$ cat config.mk
export PLATFORM = sky130hd
export DESIGN_NAME = sorted_key_set_engine
export DESIGN_NICKNAME = d
export VERILOG_FILES = /design/src/design/skse_pkg.sv /design/src/design/skse_ctrl.sv /design/src/design/skse_dp.sv /design/src/design/sorted_key_set_engine.sv
export SDC_FILE = /design/constraint.sdc
export NUM_CORES = 2
export LEC_CHECK = 0
export BUFFER_PORTS_ARGS = -buffer_cell sky130_fd_sc_hd__buf_2
export CAP_MARGIN = 20
export CORE_MARGIN = 2
export CORE_UTILIZATION = 25
export DETAILED_ROUTE_END_ITERATION = 6
export PLACE_DENSITY = 0.5
export SLEW_MARGIN = 20
export SYNTH_ARGS = -nofsm -noshare
export SYNTH_HDL_FRONTEND = slang
export SYNTH_SLANG_ARGS = --single-unit
$ cat constraint.sdc
create_clock -name i_clk -period 5.4 [get_ports i_clk]
set_clock_uncertainty 0.2 [all_clocks]
set_input_delay 1.35 -clock i_clk [delete_from_list [all_inputs] [get_ports i_clk]]
set_output_delay 1.35 -clock i_clk [all_outputs]
set_load 0.03 [all_outputs]
$ cat src/design/skse_pkg.sv
package skse_pkg;

    localparam int KEY_W    = 32;
    localparam int CAPACITY = 16;
    localparam int SLOT_W   = $clog2(CAPACITY);
    localparam int CNT_W    = 5;
    localparam int SUM_W    = 36;
    localparam int KIND_W   = 3;
    localparam int STAT_W   = 2;

    localparam logic [KIND_W-1:0] KIND_INSERT = 3'd0;
    localparam logic [KIND_W-1:0] KIND_REMOVE = 3'd1;
    localparam logic [KIND_W-1:0] KIND_FIND   = 3'd2;
    localparam logic [KIND_W-1:0] KIND_READ   = 3'd3;
    localparam logic [KIND_W-1:0] KIND_CLEAR  = 3'd4;

    localparam logic [STAT_W-1:0] STAT_DONE = 2'd0;
    localparam logic [STAT_W-1:0] STAT_MISS = 2'd1;
    localparam logic [STAT_W-1:0] STAT_FULL = 2'd2;

    typedef struct packed {
        logic [KIND_W-1:0]       kind;
        logic signed [KEY_W-1:0] key;
        logic [CNT_W-1:0]        index;
    } t_in;

    typedef struct packed {
        logic [STAT_W-1:0]       status;
        logic [CNT_W-1:0]        position;
        logic signed [KEY_W-1:0] key_out;
        logic [CNT_W-1:0]        count;
        logic signed [KEY_W-1:0] smallest;
        logic signed [KEY_W-1:0] largest;
        logic signed [SUM_W-1:0] key_sum;
    } t_out;

    typedef struct packed {
        logic load;
        logic compare;
        logic update;
        logic read_nth;
        logic read_last;
    } t_dp_cmd;

endpackage

$ cat src/design/skse_ctrl.sv
module skse_ctrl (
    input  logic              i_clk,
    input  logic              i_rst_n,
    input  logic              start,
    output logic              busy,
    output logic              o_strobe,
    output skse_pkg::t_dp_cmd o_cmd
);

    localparam logic [2:0] ST_IDLE = 3'd0;
    localparam logic [2:0] ST_CMP  = 3'd1;
    localparam logic [2:0] ST_UPD  = 3'd2;
    localparam logic [2:0] ST_RDN  = 3'd3;
    localparam logic [2:0] ST_RDL  = 3'd4;

    logic [2:0] r_state;
    logic [2:0] n_state;
    logic       r_strobe;

    always_comb begin
        n_state = r_state;
        unique case (r_state)
            ST_IDLE: begin
                if (start) begin
                    n_state = ST_CMP;
                end
            end
            ST_CMP:  n_state = ST_UPD;
            ST_UPD:  n_state = ST_RDN;
            ST_RDN:  n_state = ST_RDL;
            ST_RDL:  n_state = ST_IDLE;
            default: n_state = ST_IDLE;
        endcase
    end

    always_ff @(posedge i_clk) begin
        if (!i_rst_n) begin
            r_state  <= ST_IDLE;
            r_strobe <= 1'b0;
        end else begin
            r_state  <= n_state;
            r_strobe <= (r_state == ST_RDL);
        end
    end

    assign busy            = (r_state != ST_IDLE);
    assign o_strobe        = r_strobe;
    assign o_cmd.load      = start && (r_state == ST_IDLE);
    assign o_cmd.compare   = (r_state == ST_CMP);
    assign o_cmd.update    = (r_state == ST_UPD);
    assign o_cmd.read_nth  = (r_state == ST_RDN);
    assign o_cmd.read_last = (r_state == ST_RDL);

endmodule

$ cat src/design/skse_dp.sv
module skse_dp (
    input  logic              i_clk,
    input  logic              i_rst_n,
    input  skse_pkg::t_dp_cmd i_cmd,
    input  skse_pkg::t_in     i_item,
    output skse_pkg::t_out    o_result
);

    localparam int CAP    = skse_pkg::CAPACITY;
    localparam int KEY_W  = skse_pkg::KEY_W;
    localparam int CNT_W  = skse_pkg::CNT_W;
    localparam int SUM_W  = skse_pkg::SUM_W;
    localparam int SLOT_W = skse_pkg::SLOT_W;

    skse_pkg::t_in                  r_cmd;
    logic [KEY_W-1:0]               r_cell [CAP];
    logic [KEY_W-1:0]               n_cell [CAP];
    logic [CAP-1:0]                 r_vld;
    logic [CAP-1:0]                 n_vld;
    logic [CNT_W-1:0]               r_count;
    logic [CNT_W-1:0]               n_count;
    logic signed [SUM_W-1:0]        r_sum;
    logic signed [SUM_W-1:0]        n_sum;
    logic [CAP-1:0]                 r_less;
    logic [CAP-1:0]                 r_eq;
    logic [skse_pkg::STAT_W-1:0]    r_status;
    logic [skse_pkg::STAT_W-1:0]    n_status;
    logic [CNT_W-1:0]               r_pos;
    logic [CNT_W-1:0]               n_pos;
    logic [KEY_W-1:0]               r_key_out;
    logic [KEY_W-1:0]               r_largest;

    logic [CAP-1:0]                 less;
    logic [CAP-1:0]                 eq;
    logic [CAP-1:0]                 slot_hot;
    logic [CNT_W-1:0]               slot_pos;
    logic                           hit;
    logic                           full;
    logic                           read_ok;
    logic [CNT_W-1:0]               idx_m1;
    logic [CNT_W-1:0]               cnt_m1;
    logic [SLOT_W-1:0]              rd_addr;
    logic [KEY_W-1:0]               rd_data;
    logic signed [SUM_W-1:0]        key_ext;

    always_comb begin
        for (int i = 0; i < CAP; i++) begin
            less[i] = r_vld[i] && ($signed(r_cell[i]) < r_cmd.key);
            eq[i]   = r_vld[i] && (r_cell[i] == r_cmd.key);
        end
    end

    always_comb begin
        slot_pos = '0;
        for (int i = 0; i < CAP; i++) begin
            if (i == 0) begin
                slot_hot[i] = ~r_less[i];
            end else begin
                slot_hot[i] = r_less[i-1] & ~r_less[i];
            end
            if (slot_hot[i]) begin
                slot_pos = slot_pos | CNT_W'(i + 1);
            end
        end
    end

    assign hit     = |(slot_hot & r_eq);
    assign full    = (r_count == CNT_W'(CAP));
    assign read_ok = (r_cmd.index != '0) && (r_cmd.index <= r_count);
    assign idx_m1  = r_cmd.index - CNT_W'(1);
    assign cnt_m1  = r_count - CNT_W'(1);
    assign rd_addr = i_cmd.read_nth ? idx_m1[SLOT_W-1:0] : cnt_m1[SLOT_W-1:0];
    assign rd_data = r_cell[rd_addr];
    assign key_ext = {{(SUM_W-KEY_W){r_cmd.key[KEY_W-1]}}, r_cmd.key};

    always_comb begin
        n_cell   = r_cell;
        n_vld    = r_vld;
        n_count  = r_count;
        n_sum    = r_sum;
        n_status = skse_pkg::STAT_MISS;
        n_pos    = '0;
        case (r_cmd.kind)
            skse_pkg::KIND_INSERT: begin
                if (hit) begin
                    n_pos = slot_pos;
                end else if (full) begin
                    n_status = skse_pkg::STAT_FULL;
                end else begin
                    for (int i = 0; i < CAP; i++) begin
                        if (slot_hot[i]) begin
                            n_cell[i] = r_cmd.key;
                        end else if (!r_less[i] && i > 0) begin
                            n_cell[i] = r_cell[i-1];
                        end
                    end
                    n_vld    = {r_vld[CAP-2:0], 1'b1};
                    n_count  = r_count + CNT_W'(1);
                    n_sum    = r_sum + key_ext;
                    n_status = skse_pkg::STAT_DONE;
                    n_pos    = slot_pos;
                end
            end
            skse_pkg::KIND_REMOVE: begin
                if (hit) begin
                    for (int i = 0; i < CAP - 1; i++) begin
                        if (!r_less[i]) begin
                            n_cell[i] = r_cell[i+1];
                        end
                    end
                    n_vld    = {1'b0, r_vld[CAP-1:1]};
                    n_count  = r_count - CNT_W'(1);
                    n_sum    = r_sum - key_ext;
                    n_status = skse_pkg::STAT_DONE;
                    n_pos    = slot_pos;
                end
            end
            skse_pkg::KIND_FIND: begin
                if (hit) begin
                    n_status = skse_pkg::STAT_DONE;
                    n_pos    = slot_pos;
                end
            end
            skse_pkg::KIND_READ: begin
                if (read_ok) begin
                    n_status = skse_pkg::STAT_DONE;
                    n_pos    = r_cmd.index;
                end
            end
            skse_pkg::KIND_CLEAR: begin
                if (r_count != '0) begin
                    n_vld    = '0;
                    n_count  = '0;
                    n_sum    = '0;
                    n_status = skse_pkg::STAT_DONE;
                end
            end
            default: begin
                n_status = skse_pkg::STAT_MISS;
            end
        endcase
    end

    always_ff @(posedge i_clk) begin
        if (!i_rst_n) begin
            r_vld   <= '0;
            r_count <= '0;
            r_sum   <= '0;
        end else if (i_cmd.update) begin
            r_vld   <= n_vld;
            r_count <= n_count;
            r_sum   <= n_sum;
        end
    end

    always_ff @(posedge i_clk) begin
        if (i_cmd.load) begin
            r_cmd <= i_item;
        end
        if (i_cmd.compare) begin
            r_less <= less;
            r_eq   <= eq;
        end
        if (i_cmd.update) begin
            r_cell   <= n_cell;
            r_status <= n_status;
            r_pos    <= n_pos;
        end
        if (i_cmd.read_nth) begin
            r_key_out <= (r_cmd.kind == skse_pkg::KIND_READ && read_ok) ? rd_data : '0;
        end
        if (i_cmd.read_last) begin
            r_largest <= rd_data;
        end
    end

    assign o_result.status   = r_status;
    assign o_result.position = r_pos;
    assign o_result.key_out  = r_key_out;
    assign o_result.count    = r_count;
    assign o_result.smallest = (r_count == '0) ? '0 : r_cell[0];
    assign o_result.largest  = (r_count == '0) ? '0 : r_largest;
    assign o_result.key_sum  = (r_count == '0) ? '1 : r_sum;

endmodule

$ cat src/design/sorted_key_set_engine.sv
// Sorted key set engine: up to 16 distinct signed 32-bit keys held in
// ascending order in a chain of cells.
// Command channel: drive i_item (kind, key, index) with start high; the
// transfer happens at the rising edge where start is high and busy is low.
// busy stays high while the command is being worked on.
// Result channel: o_result is valid for exactly one cycle, marked by
// o_strobe, which is registered out of the last read state. The receiver
// cannot stall; the result must be taken in that cycle.
// The controller steps through compare (all cells against the key at
// once), update (shift the chain on insert or remove), and two reads
// through the single cell read port (the n-th key, then the last key);
// it takes no new command until it is back in idle.
// A new command may be given in the cycle the result is shown.
// Reset (i_rst_n low at a rising edge) empties the set, clears the sum and
// returns the controller to idle; cell contents are not cleared.
module sorted_key_set_engine (
    input  logic           i_clk,
    input  logic           i_rst_n,
    input  logic           start,
    output logic           busy,
    input  skse_pkg::t_in  i_item,
    output logic           o_strobe,
    output skse_pkg::t_out o_result
);

    skse_pkg::t_dp_cmd dp_cmd;

    skse_ctrl u_ctrl (
        .i_clk    (i_clk),
        .i_rst_n  (i_rst_n),
        .start    (start),
        .busy     (busy),
        .o_strobe (o_strobe),
        .o_cmd    (dp_cmd)
    );

    skse_dp u_dp (
        .i_clk    (i_clk),
        .i_rst_n  (i_rst_n),
        .i_cmd    (dp_cmd),
        .i_item   (i_item),
        .o_result (o_result)
    );

    a_strobe_after_transfer: assert property (@(posedge i_clk) disable iff (!i_rst_n)
        o_strobe |-> $past(start && !busy, 5))
        else $error("result without a command transfer five cycles earlier");

    a_strobe_when_idle: assert property (@(posedge i_clk) disable iff (!i_rst_n)
        o_strobe |-> !busy)
        else $error("result shown while busy");

    a_count_bound: assert property (@(posedge i_clk) disable iff (!i_rst_n)
        o_strobe |-> (o_result.count <= skse_pkg::CNT_W'(skse_pkg::CAPACITY)))
        else $error("count beyond capacity");

    a_full_status: assert property (@(posedge i_clk) disable iff (!i_rst_n)
        (o_strobe && o_result.status == skse_pkg::STAT_FULL)
            |-> (o_result.count == skse_pkg::CNT_W'(skse_pkg::CAPACITY)))
        else $error("full status with room left");

endmodule

Yosys cells after proc, flatten, opt, wreduce, memory -nomap -nowiden
Index checks and enable logic that the tools add are counted.
Word-level totals
  flip-flop bits (word level): 716
  bits of input ports: 43
  output and inout port bits: 146
  logic and storage cells: 312
Operators by class
  add/sub/neg operators: 5
  magnitude comparators: 18
  equal/unequal tests: 61
  muxes and demuxes: 101
  bitwise gates (word level): 35
  reductions and logical operators: 62
Operator list (count)
  two-way mux 32 bit: 50
  two-way mux 512 bit: 2
  case mux 480 bit (2 select lines): 1
  == test 32 bit: 16
  < comparator 32 bit: 16
  two-way mux 480 bit: 1
  two-way mux 36 bit: 5
  binary-select mux 32 bit (select 4 bit): 1
  case mux 36 bit (3 select lines): 1
  AND reduction 7 bit: 15
  two-way mux 16 bit: 4
  case mux 16 bit (3 select lines): 1
  two-way mux 5 bit: 9
  != test 3 bit (second input constant): 14
  != test 2 bit (second input constant): 20
  adder 36 x 32 -> 36 bit: 1
  two-way mux 4 bit: 9
  subtractor 36 x 32 -> 36 bit: 1
  logical AND 1 bit: 35
  case mux 5 bit (3 select lines): 2
  NOT 1 bit: 18
  AND 16 bit: 1
  OR reduction 16 bit: 1
  AND 1 bit: 15
  other kinds (24): 43

Logic depth before layout (Yosys ltp)
  depth in word-level cells: 20
  depth in mapped cells: 21
  mapped depth without buffers: 19

By module
A second synthesis with hierarchy kept.
Unflattened totals
  cell total of the unflattened synthesis: 5376
  area, all modules: 51486.9 µm²
By module, submodules not included
  skse_dp: times used 1, cells an instance 5359, area each 51304.2 µm², seq. area each 20810.0 µm²
  skse_ctrl: times used 1, cells an instance 17, area each 182.7 µm², seq. area each 80.1 µm²

Worst setup path after synthesis
OpenSTA, ideal clock, no wires.
  path type: register to register
  start: register u_dp.r_less[8]
  end: register u_dp.r_cell[0] (netlist bit), enable pin
  library setup time: 0.513 ns
  data arrival time: 4.862 ns
  data required time: 4.687 ns
  slack: -0.175 ns
  cell stages (with the launch flop): 8
  buffers on the path: 2
  clock period less this slack: 5.575 ns
  cell sequence: edfxtp_1 nor2b_1 buf_4 a2111oi_4 and4_1 buf_6 nand3b_1 nor4b_1
Between the ends
  longest elaborated chain between the ends: 6
  elaborated cells on any way between the ends: 7
  classes of those cells: bitwise: 5; reduce/logical: 2
Ends and longest elaborated chain
  start, declared: line skse_dp.sv:24  | logic [CAP-1:0] r_less;
  start signal, assigned: line skse_dp.sv:161  | r_less <= less;
  NOT 1 bit: line skse_dp.sv:59  | slot_hot[i] = r_less[i-1] & ~r_less[i];
  AND 1 bit: line skse_dp.sv:59
  AND 16 bit *: line skse_dp.sv:67  | assign hit = |(slot_hot & r_eq);
  OR reduction 16 bit *: line skse_dp.sv:67
  NOT 1 bit (no line) *
  AND reduction 5 bit (no line) *
  end signal, assigned: line skse_dp.sv:165  | r_cell <= n_cell;
  end, declared: line skse_dp.sv:16  | logic [KEY_W-1:0] r_cell [CAP];
Every way passes the cells marked *; elsewhere a longest branch is shown, timed or not.
A chain may end at the register's enable or synchronous reset.

Worst setup path after layout
  start: register u_dp.r_cmd (netlist bit u_dp.key_ext[0])
  end: register u_dp.r_sum[33]
Between the ends
  longest elaborated chain between the ends: 4
  elaborated cells on any way between the ends: 6
  classes of those cells: add/sub: 2; mux: 4
Ends and longest elaborated chain
  start, declared: line skse_dp.sv:15  | skse_pkg::t_in r_cmd;
  start signal, assigned: line skse_dp.sv:158  | r_cmd <= i_item;
  adder 36 x 32 -> 36 bit: line skse_dp.sv:99  | n_sum = r_sum + key_ext;
  two-way mux 36 bit: line skse_dp.sv:87  | end else if (full) begin
  two-way mux 36 bit: line skse_dp.sv:85  | if (hit) begin
  case mux 36 bit (3 select lines) *: line skse_dp.sv:83  | case (r_cmd.kind)
  end signal, assigned: line skse_dp.sv:152  | r_sum <= n_sum;
  end, declared: line skse_dp.sv:22  | logic signed [SUM_W-1:0] r_sum;
Every way passes the cells marked *; elsewhere a longest branch is shown, timed or not. The select of a mux whose other input is x is not followed.

==> summary.md <==
| Metric | Value |
|---|---|
| Outcome | completed |
| CTS root buf | clkbuf_16 |
| IO Pins | 189 |
| Drt total wl | 192,000 um |
| Cells after Synth | 4,871 |
| CTS Buf Count | 91 |
| Layout fillers | 21,500 |
| Setup Buffers After CTS | 0 |
| Routed vias/inst | 5.23 |
| Worst Setup Path Type | reg2reg |
| RSZ-0062 raised after global routing | false |
| YS warnings | 0 |
| VDD IR max | 0.237 mV |
| # rows | 167 |
| Worst EP arrival | 5.45 ns |
| Area leader, netlist | edfxtp_1 |
| R2R cell count | 15 |
| Cts hold-fix bufs | 0 |
| Main synth FF type | edfxtp_1 |
| Post-synth EDFFs | 655 |
| Syn-to-layout area delta | 14.5% |
| MaxCap Viol Count | 0 |
| Final hold violations | 0 |
| Core area | 206,000 um2 |
| Worst Slack Setup Final | 0.374 ns |
| Routed wire per std cell | 24.8 um |
| Fmax | 199 MHz |
| TritonCTS clock tree | built |
| Slew margin rel. | 15.6% |
| Reg clk slew, reported paths | 0.07 ns |
| Sequential share of the synthesized area | 40.4% |
| Worst Path Max Fanout | 6 |
| Proportion of layout cells with a drive suffix above 1 | 14.5% |
| Post-route minimum period | 5.03 ns |
| Post-CTS sizing | 0 |
| DRT iter0 DRCs | 4,074 |
| Remaining DRCs | 0 |
| First-pass GRT wire length | 280,000 um |
| Routed via count | 40,600 |
| DRT antenna net count | 0 |
| Remaining global-route overflow | 0 |
| Synth Register Bits | 716 |
| Worst Path Required | 5.83 ns |
| Post-synth ARST share | 0% |
| Least-Margin Pin Slew | 1.25 ns |
| Post-Place Worst Slack | 0.434 ns |
| Top cell type's share of synthesized area | 38.0% |
| R2R setup slack | 0.37 ns |
| Yosys cell types | 88 |
| Top cells by area, synth | edfxtp_1 38%, ha_1 13%, mux2i_1 9.2% |
| Num Clock Sinks | 716 |
| Antenna violations before repair | 16 |
| Chip height | 459 um |
| Worst hold path depth | 2 |
| Chip width | 459 um |
| H-tree levels | 3 |
| Pre-antenna DRT Iters | 5 |
| Largest net degree at the start of global routing | 156 |
| Syn nets | 5,472 |
| Worst-Skew Late Latency | 0.74 ns |
| Sum Neg Setup Slack | 0 ns |
| Initial core utilization | 25.1% |
| Final Slew Violations | 0 |
| Top-count cell post-synth | edfxtp_1 |
| Mean Syn Cell Area | 10.6 um2 |
| GPL Wtd Cong | 0.874 |
| Tcrit/Tclk final | 93.1% |
| Most instantiated cells after synthesis | 655 x edfxtp_1, 557 x ha_1, 553 x nand2_1 |
| Critical Path Source Type | flop |
| Worst hold path class | reg2reg |
| Vias in the first global route | 39,900 |
| Nets | 5,580 |
| CTS max path bufs | 3 |
| Leak Pwr | 22.4 nW |
| Total Routing Usage GR | 17.7% |
| IO buf count | 188 |
| Synth Cell Area | 51,800 um2 |
| Die Footprint | 211,000 um2 |
| Dpl hpwl | 144,000 um |
| Power density of the placed cells | 259 nW/um2 |
| Final setup violation count | 0 |
| Crit end category | flop |
-- worst max-delay path: stages (launching register included) --
cell,delay (ns)
edfxtp_1,0.48
or4_1,0.63
nor2_2,0.25
nand3_2,0.17
or3_1,0.36
o31ai_1,0.25
xnor2_1,0.12
ha_1,0.38
nand3_1,0.16
or4_1,0.54
o21a_1,0.25
o31ai_1,0.52
a211o_1,0.21
a21oi_1,0.08
xnor2_1,0.14
a22o_1,0.20
-- path summary, 6_finish.rpt --
check / start / end
worst max-delay path: u_dp.key_ext[0] / u_dp.r_sum[33]
worst min-delay path: u_dp.r_sum[3] / u_dp.r_sum[3]
worst max register to register: u_dp.key_ext[0] / u_dp.r_sum[33]
worst min register to register: u_dp.r_sum[3] / u_dp.r_sum[3]
-- per-layer routing --
metal | wire, um | vias up | GRT usage (%)
met5 | 75 | - | 0
met4 | 4420 | 14 | 4.12
li1 | - | 18700 | -
met2 | 85000 | 1310 | 27.1
met1 | 90700 | 20300 | 25.7
met3 | 12200 | 231 | 3.03
-- power breakdown --
| part | internal [W] | switching (W) | total, W |
|---|---|---|---|
| clock | 0.00345 | 0.00265 | 0.00610 |
| sequential | 0.00621 | 0.000125 | 0.00634 |
| combinational | 0.00104 | 0.00186 | 0.00289 |
| total | 0.0107 | 0.00464 | 0.0153 |
-- cell usage in the layout (no fill, tap or decap), types with 29 or more instances in the layout --
cell type,count
a21oi_1,215
o21a_1,52
a211oi_1,41
clkbuf_16,95
buf_2,188
nand3_1,29
buf_4,131
nand2_1,553
a21o_1,165
inv_1,79
and2_1,43
or2_2,41
nor2b_1,163
mux4_2,128
dfxtp_1,61
nand2b_1,55
mux2_2,31
xnor2_1,44
mux2i_1,477
nand4_1,115
nor3_1,50
edfxtp_1,655
nor2_1,120
ha_1,557
o21ai_0,551
-- final cells by class --
class	instances	area, um2	share of cell area, %
diodes	1	2.50	0.00422
inverters	81	304	0.513
clock inverters	45	330	0.557
well taps	2704	3380	5.71
flip-flops and latches	716	20900	35.2
clock buffers	124	2560	4.31
repair buffers	335	2240	3.79
multi-input cells	3754	29600	49.9
-- logic make-up after synthesis --
logic type | count (synthesis) | synth area share (%)
AOI/OAI and AO/OA | 1188 | 13.7
adders and majority gates | 558 | 13.5
xor gates and xnor gates | 64 | 1.08
muxes | 638 | 15.5
DFF | 716 | 40.4
and+or+nand+nor | 1306 | 12.6
buffers and inverters | 401 | 3.15
-- stage by stage --
stage / hold WS [ns] / area, um2 / cells / total power [W] / util (%)
floorplan: 0.238 / 51800 / 4871 / 0.00829 / -
global placement: 0.286 / 56400 / 7589 / 0.00927 / 27.3
detailed placement: 0.291 / 56400 / 7590 / 0.00931 / 27.3
CTS: 0.298 / 59300 / 7759 / 0.0154 / 28.7
global route: 0.327 / 59300 / 7759 / 0.0159 / 28.7
finish: 0.291 / 59300 / 7760 / 0.0153 / 28.7
-- state kept, by name, indices dropped and copies added (netlist names) --
register	count
u_ctrl.o_strobe	1
u_ctrl.r_state	3
u_dp.key_ext	32
u_dp.r_cell	512
u_dp.r_cmd	8
u_dp.r_count	5
u_dp.r_eq	16
u_dp.r_key_out	32
u_dp.r_largest	32
u_dp.r_less	16
u_dp.r_pos	5
u_dp.r_status	2
u_dp.r_sum	36
u_dp.r_vld	16
Note: power is estimated with default switching activity, not from simulation.
